<file path="config.mk">
export PLATFORM = sky130hd
export DESIGN_NAME = udt_divider
export DESIGN_NICKNAME = d
export VERILOG_FILES = /design/src/hw/rtl/udt_pkg.sv /design/src/hw/rtl/udt_divider.sv
export SDC_FILE = /design/constraint.sdc
export NUM_CORES = 1
export LEC_CHECK = 0
export BUFFER_PORTS_ARGS = -buffer_cell sky130_fd_sc_hd__buf_2
export CAP_MARGIN = 30
export CORE_ASPECT_RATIO = 1.25
export CORE_MARGIN = 2
export CORE_UTILIZATION = 23
export DETAILED_ROUTE_END_ITERATION = 6
export PLACE_DENSITY = 0.39
export REMOVE_ABC_BUFFERS = 1
export SLEW_MARGIN = 5
export SYNTH_ARGS = -nofsm -noshare
export SYNTH_HDL_FRONTEND = slang
export SYNTH_SLANG_ARGS = --single-unit
</file>
<file path="constraint.sdc">
create_clock -name clk -period 6.15 [get_ports clk]
set_clock_uncertainty 0.05 [all_clocks]
set_input_delay 0.615 -clock clk [delete_from_list [all_inputs] [get_ports clk]]
set_output_delay 0.615 -clock clk [all_outputs]
set_load 0.02 [all_outputs]
</file>
<file path="src/hw/rtl/udt_pkg.sv">
// Shared types and constants for the unique device tally block.
// No dependencies.
package udt_pkg;

    localparam int TABLE_ENTRIES_DEF = 64;
    localparam int ADDR_W            = 48;
    localparam int KIND_W            = 8;
    localparam int KEY_W             = ADDR_W + KIND_W;
    localparam int RSSI_W            = 8;
    localparam int CNT_W             = 16;
    localparam int SUM_W             = 24;

    localparam logic signed [RSSI_W-1:0] THRESH_RESET = -8'sd70;

    localparam logic CMD_REPORT = 1'b0;
    localparam logic CMD_CLEAR  = 1'b1;

    typedef struct packed {
        logic                     command;
        logic [ADDR_W-1:0]        device_address;
        logic [KIND_W-1:0]        address_kind;
        logic signed [RSSI_W-1:0] signal_strength;
    } in_item_t;

    typedef struct packed {
        logic                     was_new;
        logic [CNT_W-1:0]         total_devices;
        logic [CNT_W-1:0]         close_devices;
        logic signed [RSSI_W-1:0] average_strength;
    } out_item_t;

    // search token passed along the cell chain
    typedef struct packed {
        logic             vld;
        logic             hit;
        logic [KEY_W-1:0] key;
    } token_t;

endpackage

</file>
<file path="src/hw/rtl/udt_divider.sv">
// Bit-serial signed-by-unsigned divider with 8-bit saturated quotient.
// Depends on udt_pkg.
module udt_divider (
    input  logic                                clk,
    input  logic                                rst_n,
    input  logic                                start,
    input  logic signed [udt_pkg::SUM_W-1:0]    dividend,
    input  logic [udt_pkg::CNT_W-1:0]           divisor,
    output logic                                done,
    output logic signed [udt_pkg::RSSI_W-1:0]   quotient
);

    localparam int SW     = udt_pkg::SUM_W;
    localparam int DW     = udt_pkg::CNT_W;
    localparam int STEP_W = $clog2(SW);

    logic              run_reg, run_next;
    logic              done_reg, done_next;
    logic [STEP_W-1:0] step_reg, step_next;
    logic              neg_reg, neg_next;
    logic [SW-1:0]     mag_reg, mag_next;
    logic [DW:0]       rem_reg, rem_next;
    logic [DW-1:0]     div_reg, div_next;
    logic [DW:0]       rem_sh;
    logic              ge;

    assign rem_sh = {rem_reg[DW-1:0], mag_reg[SW-1]};
    assign ge     = rem_sh >= {1'b0, div_reg};

    always_comb
    begin
        run_next  = run_reg;
        done_next = 1'b0;
        step_next = step_reg;
        neg_next  = neg_reg;
        mag_next  = mag_reg;
        rem_next  = rem_reg;
        div_next  = div_reg;
        if (start)
        begin
            run_next  = 1'b1;
            step_next = '0;
            neg_next  = dividend[SW-1];
            mag_next  = dividend[SW-1] ? (~dividend + SW'(1)) : dividend;
            rem_next  = '0;
            div_next  = divisor;
        end
        else if (run_reg)
        begin
            rem_next  = ge ? (rem_sh - {1'b0, div_reg}) : rem_sh;
            mag_next  = {mag_reg[SW-2:0], ge};
            step_next = step_reg + STEP_W'(1);
            if (step_reg == STEP_W'(SW - 1))
            begin
                run_next  = 1'b0;
                done_next = 1'b1;
            end
        end
    end

    always_ff @(posedge clk or negedge rst_n)
    begin
        if (!rst_n)
        begin
            run_reg  <= 1'b0;
            done_reg <= 1'b0;
            step_reg <= '0;
        end
        else
        begin
            run_reg  <= run_next;
            done_reg <= done_next;
            step_reg <= step_next;
        end
    end

    always_ff @(posedge clk)
    begin
        neg_reg <= neg_next;
        mag_reg <= mag_next;
        rem_reg <= rem_next;
        div_reg <= div_next;
    end

    always_comb
    begin
        if (neg_reg)
        begin
            quotient = (mag_reg > SW'(128)) ? -8'sd128 : (~mag_reg[7:0] + 8'd1);
        end
        else
        begin
            quotient = (mag_reg > SW'(127)) ? 8'sd127 : mag_reg[7:0];
        end
    end

    assign done = done_reg;

endmodule

</file>
# Word level (Yosys, flattened, before mapping)
# Index checks and enable logic that the tools add are counted.
# op_classes
n_mux	15
bitwise_logic	2
n_eq_ne	1
n_lt_le_gt_ge	3
add_sub_neg	4
n_reduce_logical	1
# op_table
operator	n
24-bit 2-to-1 mux	3
24-bit by 2-bit adder with 24-bit output, second input constant	1
24-bit by 7-bit > comparator with 1-bit output, second input constant	1
24-bit by 8-bit > comparator with 1-bit output, second input constant	1
8-bit 2-to-1 mux	3
24-bit NOT	1
17-bit by 16-bit greater-or-equal comparator with 1-bit output	1
16-bit 2-to-1 mux	1
16-bit subtractor	1
5-bit 2-to-1 mux	2
8-bit by 1-bit adder with 8-bit output, second input constant	1
8-bit NOT	1
1-bit 2-to-1 mux	6
5-bit by 1-bit adder with 5-bit output, second input constant	1
5-bit == test, second input constant	1
2-bit nonzero test	1
# word_totals
reg_bits	64
input_bits	43
elab_cells	33

# Depth between registers and ports, before layout
# logic_depth
depth_word	4
ltp_mapped	9
mapped_depth_nobuf	9

# Worst setup path before layout
# OpenSTA, ideal clock, no wires.
# synth_timing
path_type	register -> output
start	register mag_reg[1]
end	output quotient[2] in the netlist's numbering
arrival_time_ns	2.355
n_path_buf	0
required_time_ns	5.485
path_slack_ns	3.130
path_stages_with_launch	9
cell_sequence	edfxtp_1 > inv_1 > ha_1 > or3b_1 > or4_1 > a21o_1 > inv_2 > nand2_1 > o311ai_1
# synth_between
elab_chain_cells	4
# synth_rtl
element	line_no	source
start, declared	udt_divider.sv:21	logic [SW-1:0] mag_reg, mag_next;
start signal, assigned	udt_divider.sv:80	mag_reg <= mag_next;
branches (longest 3 deep; another with 24-bit by 7-bit > comparator with 1-bit output)	n/a	
8-bit 2-to-1 mux *	udt_divider.sv:87	if (neg_reg)
end, declared	udt_divider.sv:10	output logic signed [udt_pkg::RSSI_W-1:0] quotient
# Mark *: on every way between the ends.

# Worst setup path in the final report
# layout_timing
start	register mag_reg[1]
end	output quotient[4] in the netlist's numbering
# The elaborated chain is that of the path after synthesis.

==> impl_metrics.env <==
export IMPL_drive_above_1_share_pct=16.18
export IMPL_hold_viol_final=0
export IMPL_overflow=0
export IMPL_p_per_area_mw_per_mm2=332.6
export IMPL_worstSetupStartpointType="flop"
export IMPL_antenna_found_initial=0
export IMPL_drc=0
export IMPL_avgSynthCellArea_sq_um=9.114
export IMPL_placed_cell_area_sq_mm=0.004684
export IMPL_area_growth_pct=19.57
export IMPL_status="completed"
export IMPL_rsz0062_at_grt="no"
export IMPL_worstMarginPinSlew_ns=0.7051
export IMPL_p_total_w=0.001671
export IMPL_critical_path_arrival_ns=2.72
export IMPL_die_w_microns=124.9
export IMPL_drv_cap=0
export IMPL_grt_use_total_pct=11.78
export IMPL_grt_util_met1_pct=14.76
export IMPL_yosys_area_top_type="edfxtp_1"
export IMPL_synth_top_cell_area_share_pct=29.30
export IMPL_layout_nets=571
export IMPL_top_usage_layer="met2"
export IMPL_num_vias=3562
export IMPL_dp_hpwl_microns=7784
export IMPL_endpoint_kind="primary output"
export IMPL_port_buffers=51
export IMPL_worstSetupPathType="flop to primary output"
export IMPL_clk_latency_ns=0.34
export IMPL_antennaDiodeCount=0
export IMPL_place_ws_ns=3.129
export IMPL_grt_max_degree=88
export IMPL_post_route_min_period_ns=3.390
export IMPL_rrSetupSlack_ns=3.38
export IMPL_ys_types=60
export IMPL_synth_flop_cell="edfxtp_1"
export IMPL_synth_edf_count=41
export IMPL_cts_resized_gates=0
export IMPL_cts_hold_buf=0
export IMPL_netlist_top_cells_area="edfxtp_1, dfxtp_1, ha_1, nor2_1, xor2_1"
export IMPL_drt_pass1_iter_count=4
export IMPL_die_y_microns=155.1
export IMPL_synth_async_reset_ratio_pct=10.94
export IMPL_drv_slew=0
export IMPL_post_cts_buffers=0
export IMPL_ir_drop_uv=128.5
export IMPL_viasPerCell=4.807
export IMPL_fin_area_sq_mm=0.005024
export IMPL_setup_tns_ns=0
export IMPL_synth_seq_cells=64
export IMPL_wl_per_cell_microns=14.84
export IMPL_synth_commonest_cells="nor2_1, edfxtp_1, a21oi_1"
export IMPL_fmax_mhz=295.0
export IMPL_hold_path_class="input pin to asynchronous set/reset pin"
export IMPL_postRouteAntennaNets=0
export IMPL_postRouteWirelength_microns=11000
export IMPL_htreeDepth=3
export IMPL_core_sq_mm=0.01803
export IMPL_grt_pass1_vias=3614
export IMPL_io_pins=52
export IMPL_finalSetupViolCount=0
export IMPL_gp_congestion=0.8023
export IMPL_crit_required_ns=5.48
export IMPL_netlist_area_sq_mm=0.004202
export IMPL_fin_util_pct=27.86
export IMPL_critPathMaxFanout=6
export IMPL_p_leak_nw=2.061
export IMPL_dieArea_sq_mm=0.01937
export IMPL_clock_sinks=64
export IMPL_cts_tree="yes"
export IMPL_finalWorstSetupSlack_ns=2.760
export IMPL_period_share_pct=55.11
export IMPL_ys_seq_area_share_pct=41.10
export IMPL_syn_instance_count=461
export IMPL_clk_pin_slew_ns=0.06
export IMPL_drt_iter0_drc=133
export IMPL_cts_root_buffer="clkbuf_16"
export IMPL_grtUsageMet3_pct=2.338
export IMPL_ys_warn_count=0
export IMPL_met2_usage_pct=19.83
export IMPL_relSlewSlack_pct=52.99
export IMPL_start_util_pct=23.30
export IMPL_largest_reg_flops=24
export IMPL_num_rows=55
export IMPL_numCtsBuffers=9
export IMPL_grt_pass1_wl_microns=18390
export IMPL_clk_path_buf_depth=2
export IMPL_post_synth_top_count_cell="nor2_1"
[report_power, final]
group          internal [W]  switching [W]
sequential         0.000536      0.0000569
combinational      0.000242       0.000337
clock              0.000312       0.000186
[worst paths after layout]
path	startpoint	endpoint	depth (start not counted)
worst max-delay path	mag_reg[1]	quotient[4]	9
worst min-delay path	rst_n	step_reg[3]	1
worst max register to register	div_reg[12]	mag_reg[0]	8
worst min register to register	rem_reg[7]	rem_reg[7]	2
max in group asynchronous	rst_n	run_reg	1
min in group clk	divisor[15]	div_reg[15]	1
[layout make-up]
| type | instances | area, sq um |
|---|---|---|
| fillers | 1953 | 13010 |
| clock buffers | 12 | 236.5 |
| well taps | 228 | 285.3 |
| flip-flops and latches | 64 | 1727 |
| multi-input cells | 348 | 2286 |
| clock inverters | 4 | 47.55 |
| inverters | 29 | 108.9 |
| repair buffers | 56 | 332.8 |
[critical path, cell delays in order (launching register included)]
cell,delay [ns]
edfxtp_1,0.40
inv_1,0.09
ha_1,0.19
or3b_1,0.41
or4_1,0.41
a21o_1,0.25
inv_2,0.10
nand2_1,0.07
o311ai_1,0.24
buf_2,0.21
[metal layers]
metal	vias up	part of all wire [%]
met4	0	1.8
met1	1685	45
met2	60	50
met3	12	3.4
li1	1805	-
met5	-	0
[cells in the final DEF (no fill, tap or decap), types with 3 or more instances in the layout]
cell type	count
nor4_1	9
clkbuf_16	9
buf_4	3
buf_2	51
ha_1	19
or4_1	4
o21a_1	6
nand4b_1	4
a31oi_1	6
o21ai_0	22
nor2b_1	6
or3_1	6
xor2_1	26
nor2_1	62
or2_2	3
o211a_1	3
o31ai_1	8
nand3_1	10
o311ai_1	3
o41ai_1	5
o311a_1	4
edfxtp_1	41
a311oi_1	7
nand2_1	31
inv_1	28
o211ai_1	5
nand4_1	4
dfrtp_1	7
nor3_1	8
a21o_1	4
xnor2_1	7
clkbuf_1	3
o221ai_1	5
dfxtp_1	16
a21oi_1	37
[stage by stage]
step | hold WS (ns) | std cells
final | 0.05592 | 741
after global placement | 0.4137 | 723
after CTS | 0.04434 | 739
after global routing | 0.04966 | 741
after floorplan | 0.2694 | 441
after detailed placement | 0.4129 | 723
[cells by family (layout without fill, tap and decap cells)]
logic type	count (synthesis)	in the layout	synth area share (%)
adders and majority gates	20	20	6.135
buffers and inverters	49	101	4.496
DFF	64	64	41.10
muxes	3	3	0.7445
and+or+nand+nor	158	158	18.70
AOI/OAI and AO/OA	134	134	21.95
xor gates and xnor gates	33	33	6.879
Note: power is estimated with default switching activity, not from simulation.
