`config.mk`:
```
export PLATFORM = sky130hd
export DESIGN_NAME = udt_cell
export DESIGN_NICKNAME = d
export VERILOG_FILES = /design/src/hw/rtl/udt_pkg.sv /design/src/hw/rtl/udt_cell.sv
export SDC_FILE = /design/constraint.sdc
export NUM_CORES = 1
export LEC_CHECK = 0
export BUFFER_PORTS_ARGS = -buffer_cell sky130_fd_sc_hd__buf_4
export CORE_ASPECT_RATIO = 1.25
export CORE_MARGIN = 2
export CORE_UTILIZATION = 52
export CTS_BUF_LIST = sky130_fd_sc_hd__clkbuf_16
export DETAILED_ROUTE_END_ITERATION = 8
export PLACE_DENSITY = 0.8
export SKIP_LAST_GASP = 1
export SYNTH_ARGS = -nofsm -noshare
export SYNTH_HDL_FRONTEND = slang
export SYNTH_SLANG_ARGS = --single-unit
```
`constraint.sdc`:
```
create_clock -name clk -period 2.2 [get_ports clk]
set_clock_uncertainty 0.2 [all_clocks]
set_input_delay 0.66 -clock clk [delete_from_list [all_inputs] [get_ports clk]]
set_output_delay 0.66 -clock clk [all_outputs]
set_load 0.005 [all_outputs]
```
`src/hw/rtl/udt_pkg.sv`:
```
// Shared types and constants for the unique device tally block.
// No dependencies.
package udt_pkg;

    localparam int TABLE_ENTRIES_DEF = 64;
    localparam int ADDR_W            = 48;
    localparam int KIND_W            = 8;
    localparam int KEY_W             = ADDR_W + KIND_W;
    localparam int RSSI_W            = 8;
    localparam int CNT_W             = 16;
    localparam int SUM_W             = 24;

    localparam logic signed [RSSI_W-1:0] THRESH_RESET = -8'sd70;

    localparam logic CMD_REPORT = 1'b0;
    localparam logic CMD_CLEAR  = 1'b1;

    typedef struct packed {
        logic                     command;
        logic [ADDR_W-1:0]        device_address;
        logic [KIND_W-1:0]        address_kind;
        logic signed [RSSI_W-1:0] signal_strength;
    } in_item_t;

    typedef struct packed {
        logic                     was_new;
        logic [CNT_W-1:0]         total_devices;
        logic [CNT_W-1:0]         close_devices;
        logic signed [RSSI_W-1:0] average_strength;
    } out_item_t;

    // search token passed along the cell chain
    typedef struct packed {
        logic             vld;
        logic             hit;
        logic [KEY_W-1:0] key;
    } token_t;

endpackage

```
`src/hw/rtl/udt_cell.sv`:
```
// One table entry of the search chain: compares, stores, forwards the token.
// Depends on udt_pkg.
module udt_cell #(
    parameter int IDX  = 0,
    parameter int FILL_W = 7
) (
    input  logic                clk,
    input  logic                rst_n,
    input  logic [FILL_W-1:0]   fill,
    input  udt_pkg::token_t     tok_in,
    output udt_pkg::token_t     tok_out
);

    logic [udt_pkg::KEY_W-1:0] entry_reg;
    logic                      vld_reg;
    logic                      hit_reg;
    logic [udt_pkg::KEY_W-1:0] key_reg;
    logic                      in_use;
    logic                      match;
    logic                      store;

    assign in_use = FILL_W'(IDX) < fill;
    assign match  = in_use && (entry_reg == tok_in.key);
    // first free slot takes the key if no earlier entry matched
    assign store  = tok_in.vld && !tok_in.hit && (FILL_W'(IDX) == fill);

    always_ff @(posedge clk or negedge rst_n)
    begin
        if (!rst_n)
        begin
            vld_reg <= 1'b0;
        end
        else
        begin
            vld_reg <= tok_in.vld;
        end
    end

    always_ff @(posedge clk)
    begin
        hit_reg <= tok_in.hit | match;
        key_reg <= tok_in.key;
        if (store)
        begin
            entry_reg <= tok_in.key;
        end
    end

    assign tok_out.vld = vld_reg;
    assign tok_out.hit = hit_reg;
    assign tok_out.key = key_reg;

endmodule

```
Word level (Yosys, flattened, before mapping). Cells that the tools add are included.

Flip-flop bits (word level): 114. Bits in latches: 0. Bits in writable memories: 0. Bits in read-only memories: 0. Input bits: 67. Output and inout port bits: 58. Word-level logic and storage cells: 12. Memories: 0.

Add/subtract/negate cells: 0. Multipliers: 0. Div/mod/pow operators: 0. Order comparisons: 1. Equal/unequal tests: 1. Shift operators: 0. Mux-type cells: 0. Bitwise logic cells: 1. Reduce and logical (&&, ||, !) cells: 5.

Operators by type and width (count): 56-bit == test (1); 7-bit zero test (1); 1-bit by 7-bit less-than comparator with 1-bit output, first input constant (1); 1-bit logical AND (3); 1-bit zero test (1); 1-bit bitwise OR (1).

Depth between registers and ports, before layout. Gate-level depths: netlist (run 1).

Depth after elaboration: 3. Gate-level depth with buffers: 5. Depth with buffers taken out: 5.

Worst setup path after synthesis (run 1). Ideal clock, no wire load.

Path type: input -> register. Start: input port fill[3]. End: register entry_reg[0] (netlist name) (enable). Setup time: 0.420 ns. Data arrival time: 2.746 ns. Required time: 1.580 ns. Setup slack: -1.166 ns. Stages on the path: 3. Path buffers: 0. Path through: or4_4 > nor4_4 > and3b_1.

Word-level cells in the longest chain between the ends: 2.

Ends and longest elaborated chain: start: declaration (RTL line udt_cell.sv:9) `input logic [FILL_W-1:0] fill,`; 7-bit zero test (RTL line udt_cell.sv:25) `assign store = tok_in.vld && !tok_in.hit && (FILL_W'(IDX) == fill);`; 1-bit logical AND (RTL line udt_cell.sv:25); via store (RTL line udt_cell.sv:20) `logic store;`; end signal: assignment (RTL line udt_cell.sv:45) `entry_reg <= tok_in.key;`; end: declaration (RTL line udt_cell.sv:14) `logic [udt_pkg::KEY_W-1:0] entry_reg;`.

The timed path passes the listed nets, and every way through them passes these cells. A chain may end at the register's enable or synchronous reset.

Worst setup path in the final report (run 1).
Start: input port fill[3]. End: register entry_reg[35] (netlist name) (enable).

The elaborated chain is that of the path after synthesis.

==> results.json, run 1 <==
{
  "dpl-instance-area_mm2": 0.004584,
  "crit_chain": "buf_4 -> or4_4 -> nor4_4 -> and3b_4 -> buf_12",
  "max_freq_ghz": 0.4776,
  "busiest_layer": "met2",
  "power_density_mw_per_mm2": 987.1,
  "cp_num_buf_inv": 2,
  "routedWlPerCell_um": 15.48,
  "cts-resized-gates": 0,
  "worstPathArrival_ps": 1990,
  "drcViolationCount": 0,
  "hpwlAfterDp_um": 4663,
  "drv_cap": 0,
  "finalSetupViolCount": 0,
  "crit_family": "simple AND/OR/NAND/NOR gates",
  "cts_tree": "done",
  "firstDrtPassIters": 5,
  "cp-start-kind": "primary input",
  "wl_um": 6780,
  "dieWidth_um": 77.55,
  "ys_seq_area_share_pct": 81.00,
  "met3_usage_pct": 6.754,
  "cts_made_buffers": 17,
  "max_slew.worst_pin.slew_ps": 429.8,
  "num-nets-final": 405,
  "rr_worst_depth": 5,
  "ir_drop_mv": 0.7154,
  "cts_max_path_buffers": 2,
  "p_leak_uw": 0.002063,
  "timing.final.crit_share_pct": 95.17,
  "mappedNetlistArea_mm2": 0.003516,
  "hold_depth": 1,
  "viasPerCell": 4.817,
  "avgSynthCellArea_um2": 18.12,
  "antenna_found_initial": 0,
  "die_y_um": 95.94,
  "overflow": 0,
  "synth_top_area_share_pct": 47.83,
  "hold_ws_ps": 176.2,
  "finalWorstSetupSlack_ps": 106.3,
  "cts_setup_buffers": 0,
  "outcome": "completed",
  "start_util_pct": 53.55,
  "htreeDepth": 4,
  "rr_startpoint": "entry_reg[40]$_DFFE_PP_",
  "min_to": "key_reg[4]$_DFF_P_",
  "grt_pass1_vias": 2121,
  "yosysTopAreaCell": "edfxtp_1",
  "worstSetupPathType": "primary input to register",
  "hold_path.class": "primary input to register",
  "grt_pass1_wl_um": 10480,
  "antenna_left": 0,
  "required_ps": 2090,
  "rsz0062_at_grt": "no",
  "grt.met2_usage_pct": 32.25,
  "drt_iter0_drc": 103,
  "yosys_warnings": 0,
  "final_cell_mix": "124 x buf_4, 57 x dfxtp_1, 56 x edfxtp_1, 40 x xnor2_1, 17 x clkbuf_16",
  "core_mm2": 0.006565,
  "gp_congestion": 0.7190,
  "rows": 33,
  "grt_usage_pct": 19.35,
  "path_max_fanout": 30,
  "hold_viol_final": 0,
  "clk_pin_slew_ps": 50,
  "drive_gt1_share_pct": 44.44,
  "min_period_ps": 2094,
  "n_antenna_cell": 0,
  "dieArea_mm2": 0.007439,
  "synthCells": 194,
  "clock-root-buffer": "clkbuf_16",
  "end_kind": "register",
  "areaGrowthSynthToFinish_pct": 46.37,
  "pre_cts_ws_ps": -296.2,
  "ys_ff_latch": 114,
  "numPortBuffers": 124,
  "clock_latency_ps": 410,
  "clock_sinks": 114,
  "fin_tns_setup_ps": 0,
  "layout_commonest_cell": "buf_4",
  "slew_violations": 0,
  "use_met1_pct": 22.17,
  "slowest_delay_ps": 530,
  "slew_headroom_pct": 71.08,
  "design_area_mm2": 0.005146,
  "pin_count": 125,
  "synth_area_leaders": "edfxtp_1 48%, dfxtp_1 32%, xnor2_1 10%, xor2_1 4.0%, nand4_1 2.0%",
  "r2r_end": "hit_reg$_DFF_P_",
  "min-delay-start": "tok_in[4]",
  "grt_start_max_net_pins": 31,
  "rrSetupSlack_ps": 370,
  "route.vias.total": 2110,
  "synthesis.nets": 261,
  "synth_cell_types": 12,
  "cpMaxStageDelayCell": "or4_4"
}
[cells in the mapped netlist (all sizes together)]
master and number:
dfxtp 57, edfxtp 56, xnor2 40, xor2 16, nand4 11, nor4 8
buf 2, a31o 1, and3b 1, dfrtp 1, or4 1
[report_power, final]
part	internal (uW)	switching, uW
clock network	1630	863
logic	177	107
registers	2290	16.3
total	4090	987
[final cells by class]
cell class | count | area [um^2]
clock buffers | 17 | 425.4
multi-input cells | 78 | 656.9
fillers | 386 | 1419
flip-flops and latches | 114 | 2848
well taps | 87 | 108.9
repair buffers | 127 | 980.9
clock inverters | 15 | 126.4
[worst max-delay path by stage]
stage	from	endpoint	slack, ps	depth (start not counted)
5_1_grt	fill[3]	entry_reg[55]$_DFFE_PP_	70	5
2_1_floorplan	fill[3]	entry_reg[0]$_DFFE_PP_	-360	3
6_report	fill[3]	entry_reg[35]$_DFFE_PP_	110	5
3_5_place_dp	fill[3]	entry_reg[55]$_DFFE_PP_	-300	5
4_1_cts	fill[3]	entry_reg[52]$_DFFE_PP_	110	5
3_3_place_gp	fill[3]	entry_reg[40]$_DFFE_PP_	-280	5
[worst register-to-register path: stages (launching register included)]
cell,delay (ps)
edfxtp_1,370
xor2_1,150
nor4_1,310
nand4_1,150
nor4_1,350
a31o_1,220
[per-stage QoR]
step	instances	power (uW)	util [%]
finish	438	5080	78.39
global route	438	5252	78.39
CTS	438	5124	78.39
detailed placement	405	2627	69.83
global placement	405	2617	69.83
floorplan	194	2405	-
[layer usage]
metal / routed length (um) / part of all wire [%]
met1: 2773 / 41
met2: 3531 / 52
met3: 393 / 5.8
met4: 81 / 1.2
met5: 0 / 0
[timing repair]
item                                   4_1_cts  5_1_grt
hold buffers                                 1        0
setup endpoints to repair                    0        0
endpoints found under the hold margin        1        0
[cell families after synthesis]
kind of cell / after synthesis / share of synthesized area (%)
and+or+nand+nor: 21 / 4.377
DFF: 114 / 81.00
AOI/OAI and AO/OA: 1 / 0.2492
buffers and inverters: 2 / 0.4269
xor gates and xnor gates: 56 / 13.95
Note: power is estimated with default switching activity, not from simulation.
==> run 2, diff against run 1 <==
--- a/config.mk
+++ b/config.mk
@@ -7,9 +7,10 @@
 export LEC_CHECK = 0
+export ABC_AREA = 1
 export BUFFER_PORTS_ARGS = -buffer_cell sky130_fd_sc_hd__buf_4
 export CORE_ASPECT_RATIO = 1.25
-export CORE_MARGIN = 2
-export CORE_UTILIZATION = 52
+export CORE_MARGIN = 4
+export CORE_UTILIZATION = 54
 export CTS_BUF_LIST = sky130_fd_sc_hd__clkbuf_16
 export DETAILED_ROUTE_END_ITERATION = 8
-export PLACE_DENSITY = 0.8
+export PLACE_DENSITY = 0.81
 export SKIP_LAST_GASP = 1
--- a/constraint.sdc
+++ b/constraint.sdc
@@ -4,2 +4,2 @@
 set_output_delay 0.66 -clock clk [all_outputs]
-set_load 0.005 [all_outputs]
+set_load 0.01 [all_outputs]
==> run 2 against run 1 <==
Sequential share of layout area down 5.3 points. Sequential cell count is the same. Non-clock buffer count increased by 1. Global-route usage grew 1.8 points. Via count grew 43%. Worst hold slack better by 1.6 ps. Synthesized cell count increased by 110%. Count of clock-buffer cells in the layout rose by 1. Combinational power rose by 18%. Highest routed layer unchanged.
==> results.json, run 2 <==
{
  "grt_usage_pct": 21.19,
  "yosysMostFrequentCell": "nand2_1",
  "hpwlAfterDp_um": 6211,
  "num-nets-final": 626,
  "drv_cap": 0,
  "cts_made_buffers": 17,
  "worstSetupPathType": "register to primary output",
  "start_util_pct": 56.78,
  "grt_pass1_vias": 3092,
  "outcome": "completed",
  "clkPwrFrac_pct": 49.6,
  "fin_tns_setup_ps": 0,
  "synth-edff-count": 56,
  "wl_um": 9005,
  "instances_no_fill": 662,
  "dpl.cell_count": 629,
  "required_ps": 1340,
  "n_antenna_cell": 0,
  "min_period_ps": 1755,
  "ys_ff_latch": 114,
  "crit_chain": "buf_4",
  "core_mm2": 0.007104,
  "dieWidth_um": 85.31,
  "p_leak_uw": 0.002879,
  "synthArstFlopShare_pct": 0.8772,
  "areaGrowthSynthToFinish_pct": 41.16,
  "cts_tree": "done",
  "max_freq_ghz": 0.5698,
  "hold_viol_final": 0,
  "synthCells": 414,
  "cpMaxStageDelayCell": "dfrtp_1",
  "drive_gt1_share_pct": 27.10,
  "cts_max_path_buffers": 2,
  "overflow": 0,
  "max_slew.worst_pin.slew_ps": 182.9,
  "end_kind": "primary output",
  "path_max_fanout": 1,
  "synth_cell_types": 13,
  "ir_drop_mv": 0.6984,
  "synth_area_leaders": "edfxtp_1 42%, dfxtp_1 28%, nand2_1 14%, inv_1 8.0%, nor2_1 4.9%",
  "mappedNetlistArea_mm2": 0.004034,
  "final_cell_mix": "146 x nand2_1, 125 x buf_4, 87 x inv_1, 57 x dfxtp_1, 56 x edfxtp_1",
  "antenna_left": 0,
  "drt_iter0_drc": 131,
  "timing.final.crit_share_pct": 79.77,
  "grt_pass1_wl_um": 14500,
  "routedWlPerCell_um": 13.60,
  "synthFlopType": "dfxtp_1",
  "synth_top_area_share_pct": 41.69,
  "clock_latency_ps": 410,
  "cp_num_buf_inv": 1,
  "rows": 34,
  "power_density_mw_per_mm2": 918.4,
  "avgSynthCellArea_um2": 9.744,
  "yosysTopAreaCell": "edfxtp_1",
  "power_frac_seq_pct": 44.0,
  "yosys_warnings": 0,
  "cp-start-kind": "register",
  "slew_headroom_pct": 87.80,
  "met3_length_um": 561,
  "route.vias.total": 3012,
  "clock-root-buffer": "clkbuf_16",
  "drcViolationCount": 0,
  "grt_start_max_net_pins": 27,
  "worstPathArrival_ps": 900,
  "pin_count": 125,
  "clock_sinks": 114,
  "slew_violations": 0,
  "dieArea_mm2": 0.008925,
  "combPwrFrac_pct": 6.4,
  "crit_family": "flip-flops",
  "antenna_found_initial": 0,
  "synth_commonest_cells": "146 x nand2_1, 86 x inv_1, 57 x dfxtp_1",
  "rsz0062_at_grt": "no",
  "p_int_uw": 4161,
  "gp_congestion": 0.6999,
  "switchingPower_uw": 1068,
  "layout_commonest_cell": "nand2_1",
  "slowest_delay_ps": 350,
  "highest_layer": "met4",
  "cts_setup_buffers": 0,
  "clk_pin_slew_ps": 50,
  "utilization_pct": 80.15,
  "wl_met1_um": 3093,
  "hold_path.class": "primary input to register",
  "synthesis.nets": 481,
  "ys_seq_area_share_pct": 70.60,
  "finalSetupViolCount": 0,
  "firstDrtPassIters": 4,
  "die_y_um": 104.6,
  "netSwitchingFraction_pct": 20.43,
  "htreeDepth": 4,
  "numPortBuffers": 124,
  "viasPerCell": 4.550,
  "met2_length_um": 5164
}
run 2: kinds of logic after synthesis:
logic type                count (synthesis)  synth area share, %
xor gates and xnor gates                  9                1.954
buffers and inverters                    88                8.375
and+or+nand+nor                         203                19.08
DFF                                     114                70.60
run 2: power by group through the flow:
stage	Sequential (uW)	Combinational [uW]	Clock, uW
after global placement	2340	320	0
final	2300	335	2590
after detailed placement	2350	333	0
after CTS	2300	340	2630
after global routing	2310	369	2730
after floorplan	2370	72.2	0
run 2: path summary, 6_finish.rpt:
| path | startpoint | end | slack, ps | cells past startpoint |
|---|---|---|---|---|
| max reg2reg | entry_reg[54]$_DFFE_PP_ | hit_reg$_DFF_P_ | 770 | 9 |
| max in group asynchronous | rst_n | vld_reg$_DFF_PN0_ | 1350 | 2 |
| min reg2reg | entry_reg[47]$_DFFE_PP_ | hit_reg$_DFF_P_ | 530 | 7 |
| min | tok_in[55] | key_reg[55]$_DFF_P_ | 180 | 1 |
| max | vld_reg$_DFF_PN0_ | tok_out[57] | 440 | 1 |
| min in group asynchronous | rst_n | vld_reg$_DFF_PN0_ | 370 | 2 |
run 2: area by class of cell:
type | instances | area, um^2
clock buffers | 18 | 450.4
clock inverters | 14 | 118.9
fillers | 425 | 1410
inverters | 86 | 322.8
multi-input cells | 212 | 853.3
flip-flops and latches | 114 | 2848
well taps | 90 | 112.6
repair buffers | 128 | 988.4
run 2: repair_timing:
item	CTS	global route
hold buffers	1	0
hold endpoints to repair	1	0
gates resized for setup	0	0
run 2: stage by stage:
stage | setup WS [ps] | hold WS [ps] | cell area [um^2] | total power (uW)
2_1_floorplan | 89.24 | 164.4 | 4039 | 2446
3_3_place_gp | 108.7 | 235.3 | 5115 | 2662
3_5_place_dp | 88.09 | 236.8 | 5115 | 2678
4_1_cts | 430.1 | 162.7 | 5694 | 5277
5_1_grt | 403.3 | 164.1 | 5694 | 5410
6_report | 445.0 | 177.8 | 5694 | 5230
run 2: worst register-to-register path: cells and delay by family, from the launching register on:
| family | cells | cell delay (ps) |
|---|---|---|
| simple gates | 9 | 780 |
| flops | 1 | 390 |
run 2: metal layers:
| layer | up-vias | track usage (%) |
|---|---|---|
| met5 | - | 0 |
| li1 | 1519 | - |
| met4 | 0 | 9.389 |
| met2 | 96 | 38.50 |
| met3 | 18 | 7.402 |
| met1 | 1379 | 21.47 |
